## src/hdl/mts_pkg.sv

```systemverilog
// ----------------------------------------------------------------------------
// mts_pkg
// types and constants of the minimum tracking stack
// ----------------------------------------------------------------------------
`default_nettype none

package mts_pkg;

  localparam int STACK_DEPTH_DEF = 64;
  localparam int WORD_W          = 32;
  localparam int ENTRY_W         = 2 * WORD_W;

  localparam logic [WORD_W-1:0] INT_MIN = {1'b1, {(WORD_W-1){1'b0}}};
  localparam logic [WORD_W-1:0] INT_MAX = {1'b0, {(WORD_W-1){1'b1}}};

  localparam logic REQ_PUSH = 1'b0;
  localparam logic REQ_POP  = 1'b1;

  typedef enum logic [1:0] {
    STATUS_OK        = 2'd0,
    STATUS_POP_EMPTY = 2'd1,
    STATUS_PUSH_FULL = 2'd2
  } status_t;

  typedef enum logic {
    ST_IDLE,
    ST_POP_RD
  } state_t;

  typedef struct packed {
    logic                     req_type;
    logic signed [WORD_W-1:0] push_value;
  } in_item_t;

  typedef struct packed {
    logic signed [WORD_W-1:0] top_value;
    logic signed [WORD_W-1:0] min_value;
    logic                     is_empty;
    logic [1:0]               status;
  } out_item_t;

endpackage

`default_nettype wire

```

## src/hdl/mts_ram.sv

```systemverilog
// ----------------------------------------------------------------------------
// mts_ram
// single port write, single port read ram with registered read data
// ----------------------------------------------------------------------------
`default_nettype none

module mts_ram #(
  parameter int WIDTH = 8,
  parameter int DEPTH = 16
) (
  input  wire logic                     clk,
  input  wire logic                     we,
  input  wire logic [$clog2(DEPTH)-1:0] waddr,
  input  wire logic [WIDTH-1:0]         wdata,
  input  wire logic                     re,
  input  wire logic [$clog2(DEPTH)-1:0] raddr,
  output logic      [WIDTH-1:0]         rdata
);

  logic [WIDTH-1:0] mem [DEPTH];

  always_ff @(posedge clk) begin
    if (we) begin
      mem[waddr] <= wdata;
    end
  end

  always_ff @(posedge clk) begin
    if (re) begin
      rdata <= mem[raddr];
    end
  end

endmodule

`default_nettype wire

```

## src/hdl/min_tracking_stack.sv

```systemverilog
// ----------------------------------------------------------------------------
// min_tracking_stack
// bounded stack of signed words that reports the running minimum after each
// push or pop
// ----------------------------------------------------------------------------
// A command is taken when start is high and busy is low. Every command gives
// exactly one result, shown on out_data for one cycle with out_valid high;
// the receiver cannot stall it. A push, a pop on an empty stack and a pop
// that leaves the stack empty show their result the cycle after the transfer.
// A pop that leaves one or more entries reads the new top and its minimum
// from the entry ram, whose read data is registered; busy is high in
// ST_POP_RD, while that read data is taken and the result registered. The top
// value and its minimum are held in registers, so a push needs no ram read. No
// clearing pass follows reset: the ram is only read below the entry count.
// ----------------------------------------------------------------------------
`default_nettype none

module min_tracking_stack
  import mts_pkg::*;
#(
  parameter int STACK_DEPTH = STACK_DEPTH_DEF
) (
  input  wire logic      clk,
  input  wire logic      rst_n,
  input  wire logic      start,
  output logic           busy,
  input  wire in_item_t  in_data,
  output logic           out_valid,
  output out_item_t      out_data
);

  localparam int AW = $clog2(STACK_DEPTH);
  localparam int CW = $clog2(STACK_DEPTH + 1);

  state_t                   state_r, state_nxt;
  logic [CW-1:0]            count_r, count_nxt;
  logic signed [WORD_W-1:0] top_val_r, top_val_nxt;
  logic signed [WORD_W-1:0] top_min_r, top_min_nxt;
  logic                     out_valid_r, out_valid_nxt;
  out_item_t                out_data_r, out_data_nxt;

  logic                     accept;
  logic                     is_full;
  logic                     pop_read;
  logic signed [WORD_W-1:0] new_min;
  logic [CW-1:0]            count_m2;

  logic                     ram_we;
  logic                     ram_re;
  logic [ENTRY_W-1:0]       ram_rdata;
  logic signed [WORD_W-1:0] rd_val;
  logic signed [WORD_W-1:0] rd_min;

  assign accept   = start && !busy;
  assign is_full  = (count_r == CW'(STACK_DEPTH));
  assign count_m2 = count_r - CW'(2);
  assign pop_read = accept && (in_data.req_type == REQ_POP) && (count_r >= CW'(2));
  assign new_min  = ((count_r != '0) && !(in_data.push_value < top_min_r))
                    ? top_min_r : in_data.push_value;
  assign rd_val   = ram_rdata[ENTRY_W-1:WORD_W];
  assign rd_min   = ram_rdata[WORD_W-1:0];

  mts_ram #(
    .WIDTH (ENTRY_W),
    .DEPTH (STACK_DEPTH)
  ) u_ram (
    .clk   (clk),
    .we    (ram_we),
    .waddr (count_r[AW-1:0]),
    .wdata ({in_data.push_value, new_min}),
    .re    (ram_re),
    .raddr (count_m2[AW-1:0]),
    .rdata (ram_rdata)
  );

  // next state
  always_comb begin
    state_nxt = state_r;
    case (state_r)
      ST_IDLE: begin
        if (pop_read) begin
          state_nxt = ST_POP_RD;
        end
      end
      ST_POP_RD: state_nxt = ST_IDLE;
      default:   state_nxt = ST_IDLE;
    endcase
  end

  // outputs and datapath
  always_comb begin
    busy          = (state_r == ST_POP_RD);
    count_nxt     = count_r;
    top_val_nxt   = top_val_r;
    top_min_nxt   = top_min_r;
    out_valid_nxt = 1'b0;
    out_data_nxt  = out_data_r;
    ram_we        = 1'b0;
    ram_re        = 1'b0;
    case (state_r)
      ST_IDLE: begin
        if (accept) begin
          if (in_data.req_type == REQ_PUSH) begin
            out_valid_nxt = 1'b1;
            if (is_full) begin
              out_data_nxt = '{top_value: top_val_r, min_value: top_min_r,
                               is_empty: 1'b0, status: STATUS_PUSH_FULL};
            end else begin
              ram_we       = 1'b1;
              count_nxt    = count_r + CW'(1);
              top_val_nxt  = in_data.push_value;
              top_min_nxt  = new_min;
              out_data_nxt = '{top_value: in_data.push_value, min_value: new_min,
                               is_empty: 1'b0, status: STATUS_OK};
            end
          end else if (count_r == '0) begin
            out_valid_nxt = 1'b1;
            out_data_nxt  = '{top_value: INT_MIN, min_value: INT_MAX,
                              is_empty: 1'b1, status: STATUS_POP_EMPTY};
          end else if (count_r == CW'(1)) begin
            out_valid_nxt = 1'b1;
            count_nxt     = '0;
            out_data_nxt  = '{top_value: INT_MIN, min_value: INT_MAX,
                              is_empty: 1'b1, status: STATUS_OK};
          end else begin
            ram_re    = 1'b1;
            count_nxt = count_r - CW'(1);
          end
        end
      end
      ST_POP_RD: begin
        out_valid_nxt = 1'b1;
        top_val_nxt   = rd_val;
        top_min_nxt   = rd_min;
        out_data_nxt  = '{top_value: rd_val, min_value: rd_min,
                          is_empty: 1'b0, status: STATUS_OK};
      end
      default: begin
        out_valid_nxt = 1'b0;
      end
    endcase
  end

  always_ff @(posedge clk) begin
    if (!rst_n) begin
      state_r     <= ST_IDLE;
      count_r     <= '0;
      out_valid_r <= 1'b0;
    end else begin
      state_r     <= state_nxt;
      count_r     <= count_nxt;
      out_valid_r <= out_valid_nxt;
    end
  end

  always_ff @(posedge clk) begin
    top_val_r  <= top_val_nxt;
    top_min_r  <= top_min_nxt;
    out_data_r <= out_data_nxt;
  end

  assign out_valid = out_valid_r;
  assign out_data  = out_data_r;

endmodule

`default_nettype wire

```

## config.mk

```make
export PLATFORM = sky130hd
export DESIGN_NAME = min_tracking_stack
export DESIGN_NICKNAME = d
export VERILOG_FILES = /design/src/hdl/mts_pkg.sv /design/src/hdl/mts_ram.sv /design/src/hdl/min_tracking_stack.sv
export SDC_FILE = /design/constraint.sdc
export NUM_CORES = 2
export LEC_CHECK = 0
export BUFFER_PORTS_ARGS = -buffer_cell sky130_fd_sc_hd__buf_4
export CAP_MARGIN = 5
export CORE_ASPECT_RATIO = 0.7
export CORE_MARGIN = 1
export CORE_UTILIZATION = 53
export DETAILED_ROUTE_END_ITERATION = 12
export PLACE_DENSITY = 0.71
export SKIP_LAST_GASP = 1
export SYNTH_ARGS = -nofsm -noshare
export SYNTH_HDL_FRONTEND = slang
export SYNTH_SLANG_ARGS = --single-unit
```

## constraint.sdc

```tcl
create_clock -name clk -period 13.07 [get_ports clk]
set_input_delay 0.6535 -clock clk [delete_from_list [all_inputs] [get_ports clk]]
set_output_delay 0.6535 -clock clk [all_outputs]
set_load 0.05 [all_outputs]
```

==> Word level (Yosys, flattened, before mapping) <==
Memories as Yosys holds them, arrays and structs flattened. A register that Yosys moved wholly into a read port is not among the register bits.
Index checks and enable logic that the tools add are counted.
{ "word_totals": {"regBits": 140, "latch_bits": 0, "ramBits": 4096, "romBits": 0, "out_inout_bits": 69, "elab_cells": 72, "memories": 1} }
{ "memory_table": {"columns": ["memory", "words", "word_bits", "rd", "rd_clocked_by_memory_dff", "write_ports", "line", "rtl"], "rows": [
  ["u_ram.mem", 64, 64, 1, 1, 1, "mts_ram.sv:20", "logic [WIDTH-1:0] mem [DEPTH];"]
]} }
{ "classes": {"add_sub_neg": 3, "n_mul": 0, "div": 0, "order_cmp": 2, "n_eq_ne": 8, "shifts": 0, "mux": 37, "bitwise_logic": 1, "reduce_logical": 11} }
{ "ops": {"columns": ["cell", "count"], "rows": [
  ["two-way mux 67 bit", 5],
  ["two-way mux 32 bit", 7],
  ["one-hot mux 67 bit (2 select lines)", 1],
  ["one-hot mux 32 bit (2 select lines)", 2],
  ["less-than comparator 32 bit", 1],
  ["two-way mux 7 bit", 4],
  ["two-way mux 1 bit", 16],
  ["inequality test 2 bit, second input constant", 5],
  ["adder 7 x 1 -> 7 bit, second input constant", 1],
  ["equality test 7 x 1 -> 1 bit, second input constant", 1],
  ["equality test 7 bit, second input constant", 1],
  ["greater-or-equal comparator 7 x 2 -> 1 bit, second input constant", 1],
  ["logical NOT 7 bit", 1],
  ["nonzero test 7 bit", 1],
  ["subtractor 7 x 1 -> 7 bit, second input constant", 1],
  ["subtractor 6 x 2 -> 6 bit, second input constant", 1],
  ["logical AND 1 bit", 4],
  ["inequality test 4 bit, second input constant", 1],
  ["one-hot mux 1 bit (2 select lines)", 2],
  ["AND reduction 4 bit", 1],
  ["AND reduction 3 bit", 1],
  ["logical NOT 1 bit", 2],
  ["AND reduction 2 bit", 1],
  ["NOT 1 bit", 1]
]} }

==> Depth between registers and ports, before layout <==
{ "depth": {"ltp_word": 8, "mapped_depth": 13} }

==> By module <==
Synthesis repeated with hierarchy kept, for this count alone.
{ "hier_totals": {"cells_unflattened": 7335, "area_unflattened_um2": 164960.7} }
{ "by_module_without_submodules": {"columns": ["module", "instances", "cells_each", "area_per_inst_um2", "seq_area_each_um2"], "rows": [
  ["mts_ram", 1, 6598, 156989.3, 124919.8],
  ["min_tracking_stack", 1, 737, 7971.4, 4113.9]
]} }

==> Worst setup path after synthesis <==
Ideal clock, no wire load.
{ "synth_timing": {"path_type": "register to register", "from": "register count_r[1]", "to": "register u_ram.rdata[0], read port of u_ram.mem, enable pin", "setup_time_ns": 0.565, "arrival_time_ns": 6.270, "path_slack_ns": 6.236, "path_stages_with_launch": 8, "synth_period_minus_slack_ns": 6.834, "path_cell_list": "dfxtp_1 buf_2 clkbuf_1 buf_1 inv_1 ha_1 and3b_1 nor3_1"} }
{ "synth_between": {"elab_chain_len": 6, "elab_cells_between_ends": 8} }
{ "synth_lines": {"columns": ["item", "line", "rtl"], "rows": [
  ["from (decl)", "min_tracking_stack.sv:36", "logic [CW-1:0] count_r, count_nxt;"],
  ["from (signal assigned)", "min_tracking_stack.sv:151", "count_r <= count_nxt;"],
  ["equality test 7 x 1 -> 1 bit", "min_tracking_stack.sv:120", "end else if (count_r == CW'(1)) begin"],
  ["two-way mux 1 bit", "min_tracking_stack.sv:120", null],
  ["two-way mux 1 bit *", "min_tracking_stack.sv:116", "end else if (count_r == '0) begin"],
  ["two-way mux 1 bit *", "min_tracking_stack.sv:103", "if (in_data.req_type == REQ_PUSH) begin"],
  ["two-way mux 1 bit *", "min_tracking_stack.sv:102", "if (accept) begin"],
  ["two-way mux 1 bit *", "min_tracking_stack.sv:100", "case (state_r)"],
  ["via ram_re", "min_tracking_stack.sv:49", "logic ram_re;"],
  ["to (decl)", "mts_ram.sv:17", "output logic [WIDTH-1:0] rdata"]
]} }
Mark *: on every way through the listed nets, which the timed path passes. The rest lies on a longest branch.
A chain may end at the register's enable or synchronous reset.

==> Final worst setup path <==
{ "layout_timing": {"from": "register count_r[1]", "to": "register u_ram.rdata[39], read port of u_ram.mem (data pin)"} }
{ "layout_between": {"elab_chain_len": 6, "elab_cells_between_ends": 8} }
{ "layout_lines": {"columns": ["item", "line"], "rows": [
  ["equality test 7 x 1 -> 1 bit", "min_tracking_stack.sv:120"],
  ["two-way mux 1 bit", "min_tracking_stack.sv:120"],
  ["two-way mux 1 bit", "min_tracking_stack.sv:116"],
  ["two-way mux 1 bit", "min_tracking_stack.sv:103"],
  ["two-way mux 1 bit", "min_tracking_stack.sv:102"],
  ["two-way mux 1 bit", "min_tracking_stack.sv:100"]
]} }
Several ways; a longest one is shown, not always the timed one.

==> run summary <==
Status: finished, violations left
Failing checks: design-rule violations
Largest net degree at the start of global routing: 119
Critical Path Fanout Max: 73
Endpoints failing hold: 0
Crit-path max cell delay: 950 ps
Total CTS buffers: 384
Startpoint type of the worst setup path: flop
Die Height: 469 um
Largest family of logic cells by synthesized area: multiplexers
Synth async-reset ratio: 0%
CTS root buffer: clkbuf_16
Slew @ Worst Pin: 1440 ps
Crit path capture type: flop
Flops & latches, synth: 4300
First-pass GRT wire length: 640000 um
Setup violators final: 0
Post-DP Area: 172000 um2
Post-Syn Instances: 6719
Synthesized net count: 6795
1st-iter DRT viols: 15100
Mux share of post-synthesis cell area: 18.4%
Synth-to-layout area growth: 12.1%
Via count of the first global-routing pass: 79100
Row count: 170
Non-filler cells, final: 11600
Critical path's slowest cell: buf_4
Die area: 313000 um2
Number of synthesis warnings: 0
Vias per std cell: 7.08
Worst Skew: 82.9 ps
Switching power: 9.73 mW
Internal: 25.9 mW
Clock Latency Late Sink: 960 ps
CP Class: flop to flop
Mapped cell area: 165000 um2
Clk slew on worst S/H paths: 70 ps
Seq/Total Area, Yosys: 78.2%
Commonest register cell after synthesis: edfxtp_1
CP most frequent cell: buf_4
Initial antenna violation count: 27
Port Buffers: 104
Number of enable flip-flop cells after synthesis: 4291
GR Overflow Total: 0
Post-Synth Adder-Cell Area: 0.303%
Nets: 7192
Min Tclk post-route: 6830 ps
CTS tree: built
Sum Neg Setup Slack: 0 ps
Total GRT Usage: 29.9%
Via count: 81900
Max Cap Violations: 0
Synth Area in Simple Gates: 0.907%
RSZ-0062 raised after global routing: no
Synth Area in Compound Gates: 1.09%
Routability cong.: 0.911
H-tree depth: 5
Peak supply drop: 194 uV
Postcts setup bufs: 0
Die W: 669 um
Avg Inst Size Synth: 24.5 um2
Post-layout utilization of the core: 60.1%
CORE AREA: 308000 um2
Pre-antenna DRT Iters: 10
Share of layout cells above drive strength 1: 32.1%
Comb pwr share: 21.3%
XOR/XNOR share of the synthesized area: 0.0319%
Antenna Violating Nets Remaining: 0
Fin crit share: 52.3%
Worst EP arrival: 7450 ps
Placed Cells: 10800
Power Dens Cells: 193 nW/um2
Ports: 105
Clock Path Buffers: 4
Clock power frac: 31.4%
Max-slew violations: 0
Post-detail-place hpwl: 243000 um
CTS Sinks: 4300
Path category of the worst min-delay check: primary input to flop
Detailed Route WL: 470000 um
Max Fclk: 146 MHz
Detailed-route DRC error count: 1
Crit path required time: 13690 ps
Design area: 185000 um2
P_leak: 56.1 nW
Worst path cell trace: buf_4, buf_4, buf_4, buf_4, buf_4, mux4_2, mux4_2, mux4_2
Yosys cell types: 54
Seq pwr share: 47.3%
Slew Limit Headroom: 3.01%
WL per Instance: 40.6 um
Initial Utilization: 53.6%
Sw Ratio: 27.3%
Post-CTS sizing: 0
[cell usage after synthesis, types with 5 or more instances]
| master | count | area share, % |
|---|---|---|
| edfxtp_1 | 4291 | 78 |
| a22oi_1 | 31 | 0.14 |
| a211oi_1 | 31 | 0.14 |
| o21ai_0 | 142 | 0.43 |
| mux4_2 | 1344 | 18 |
| dfxtp_1 | 9 | 0.11 |
| a221oi_2 | 10 | 0.091 |
| nand3b_1 | 6 | 0.027 |
| nand2b_1 | 8 | 0.030 |
| a21oi_1 | 18 | 0.055 |
| buf_1 | 30 | 0.068 |
| nand2_1 | 58 | 0.13 |
| nor2b_1 | 36 | 0.14 |
| nor3_1 | 5 | 0.015 |
| nor2_1 | 141 | 0.32 |
| a221oi_1 | 20 | 0.11 |
| clkbuf_1 | 223 | 0.51 |
| ha_1 | 40 | 0.30 |
| buf_2 | 110 | 0.33 |
| a21o_1 | 7 | 0.032 |
| inv_1 | 68 | 0.15 |
| nand3_1 | 8 | 0.024 |
| nor4_1 | 32 | 0.12 |
[critical path, delay by kind of cell, from the launching register on]
kind	cells	cell delay, ps
buf+inv	5	4060
flops	1	780
mux	3	1400
[kinds of logic (layout without fill, tap and decap cells)]
family,after synthesis,in the layout
flops,4300,4300
xor+xnor,6,6
other cells,0,11
buf+inv,434,1141
fa+ha+maj,40,40
simple gates,316,316
compound gates,278,278
mux,1345,1345
[placed cells by master (no fill, tap or decap), drive strengths merged, types with 3 or more instances in the layout]
cell type  instances
edfxtp          4291
mux4            1344
clkbuf           453
buf              374
clkinv           177
o21ai            142
nor2             141
inv               81
nand2             58
ha                40
nor2b             36
bufinv            35
nor4              33
a211oi            31
a22oi             31
a221oi            30
clkinvlp          19
a21oi             18
diode             11
dfxtp              9
nand3              8
nand2b             8
a21o               7
nand3b             6
nor3               5
a31oi              4
xnor2              4
nand4              3
a2111oi            3
or3                3
and2               3
[through the flow]
stage	hold slack (ps)	total power, mW	setup slack (ps)
after global placement	530	24.3	6440
after floorplan	501	22.1	6240
after detailed placement	532	24.5	6420
final	110	35.6	6240
after global routing	83.8	36.5	6170
after CTS	48.1	35.5	6370
[timing repair]
| item | CTS | global route |
|---|---|---|
| hold buffers | 2 | 0 |
| endpoints found under the hold margin | 5 | 0 |
| setup endpoints to repair | 0 | 0 |
[final cells by class]
cell class	instances	area (um2)
tap	4128	5160
antenna	11	27.5
timing repair buffer	376	3180
clock inverter	243	2240
sequential	4300	129000
clock buffer	453	9950
fill	20600	123000
inverter	69	259
multi-input combinational	1985	35100
[power groups by stage]
stage	registers (mW)	clock network (mW)	logic, mW
after floorplan	17.3	0	4.80
after global placement	17.1	0	7.17
after detailed placement	17.1	0	7.40
after CTS	16.8	11.3	7.43
after global routing	16.8	11.8	7.89
final	16.8	11.2	7.59
[routing by layer]
metal / vias to the layer above / part of all wire (%) / GRT usage, %
met1: 43700 / 37 / 44.3
met2: 7114 / 42 / 41.5
met5: - / 0.018 / 0
li1: 30000 / - / -
met4: 8 / 5.1 / 12.7
met3: 1111 / 16 / 9.59
[final timing paths]
check / cells after the start / slack (ps) / from / to
worst max-delay path: 8 / 6240 / count_r[1] / u_ram.rdata[39]
worst min-delay path: 1 / 110 / in_data[22] / u_ram.mem[15][54]
worst max register to register: 8 / 6240 / count_r[1] / u_ram.rdata[39]
worst min register to register: 2 / 550 / u_ram.rdata[43] / top_val_r[11]
[flip-flops by register name, summed over array words and instances, names as in the netlist]
| signal | cells |
|---|---|
| busy | 1 |
| count_r | 7 |
| out_data | 67 |
| out_valid | 1 |
| top_min_r | 32 |
| top_val_r | 32 |
| u_ram.mem | 4096 |
| u_ram.rdata | 64 |
(Power assumes the default switching activity.)
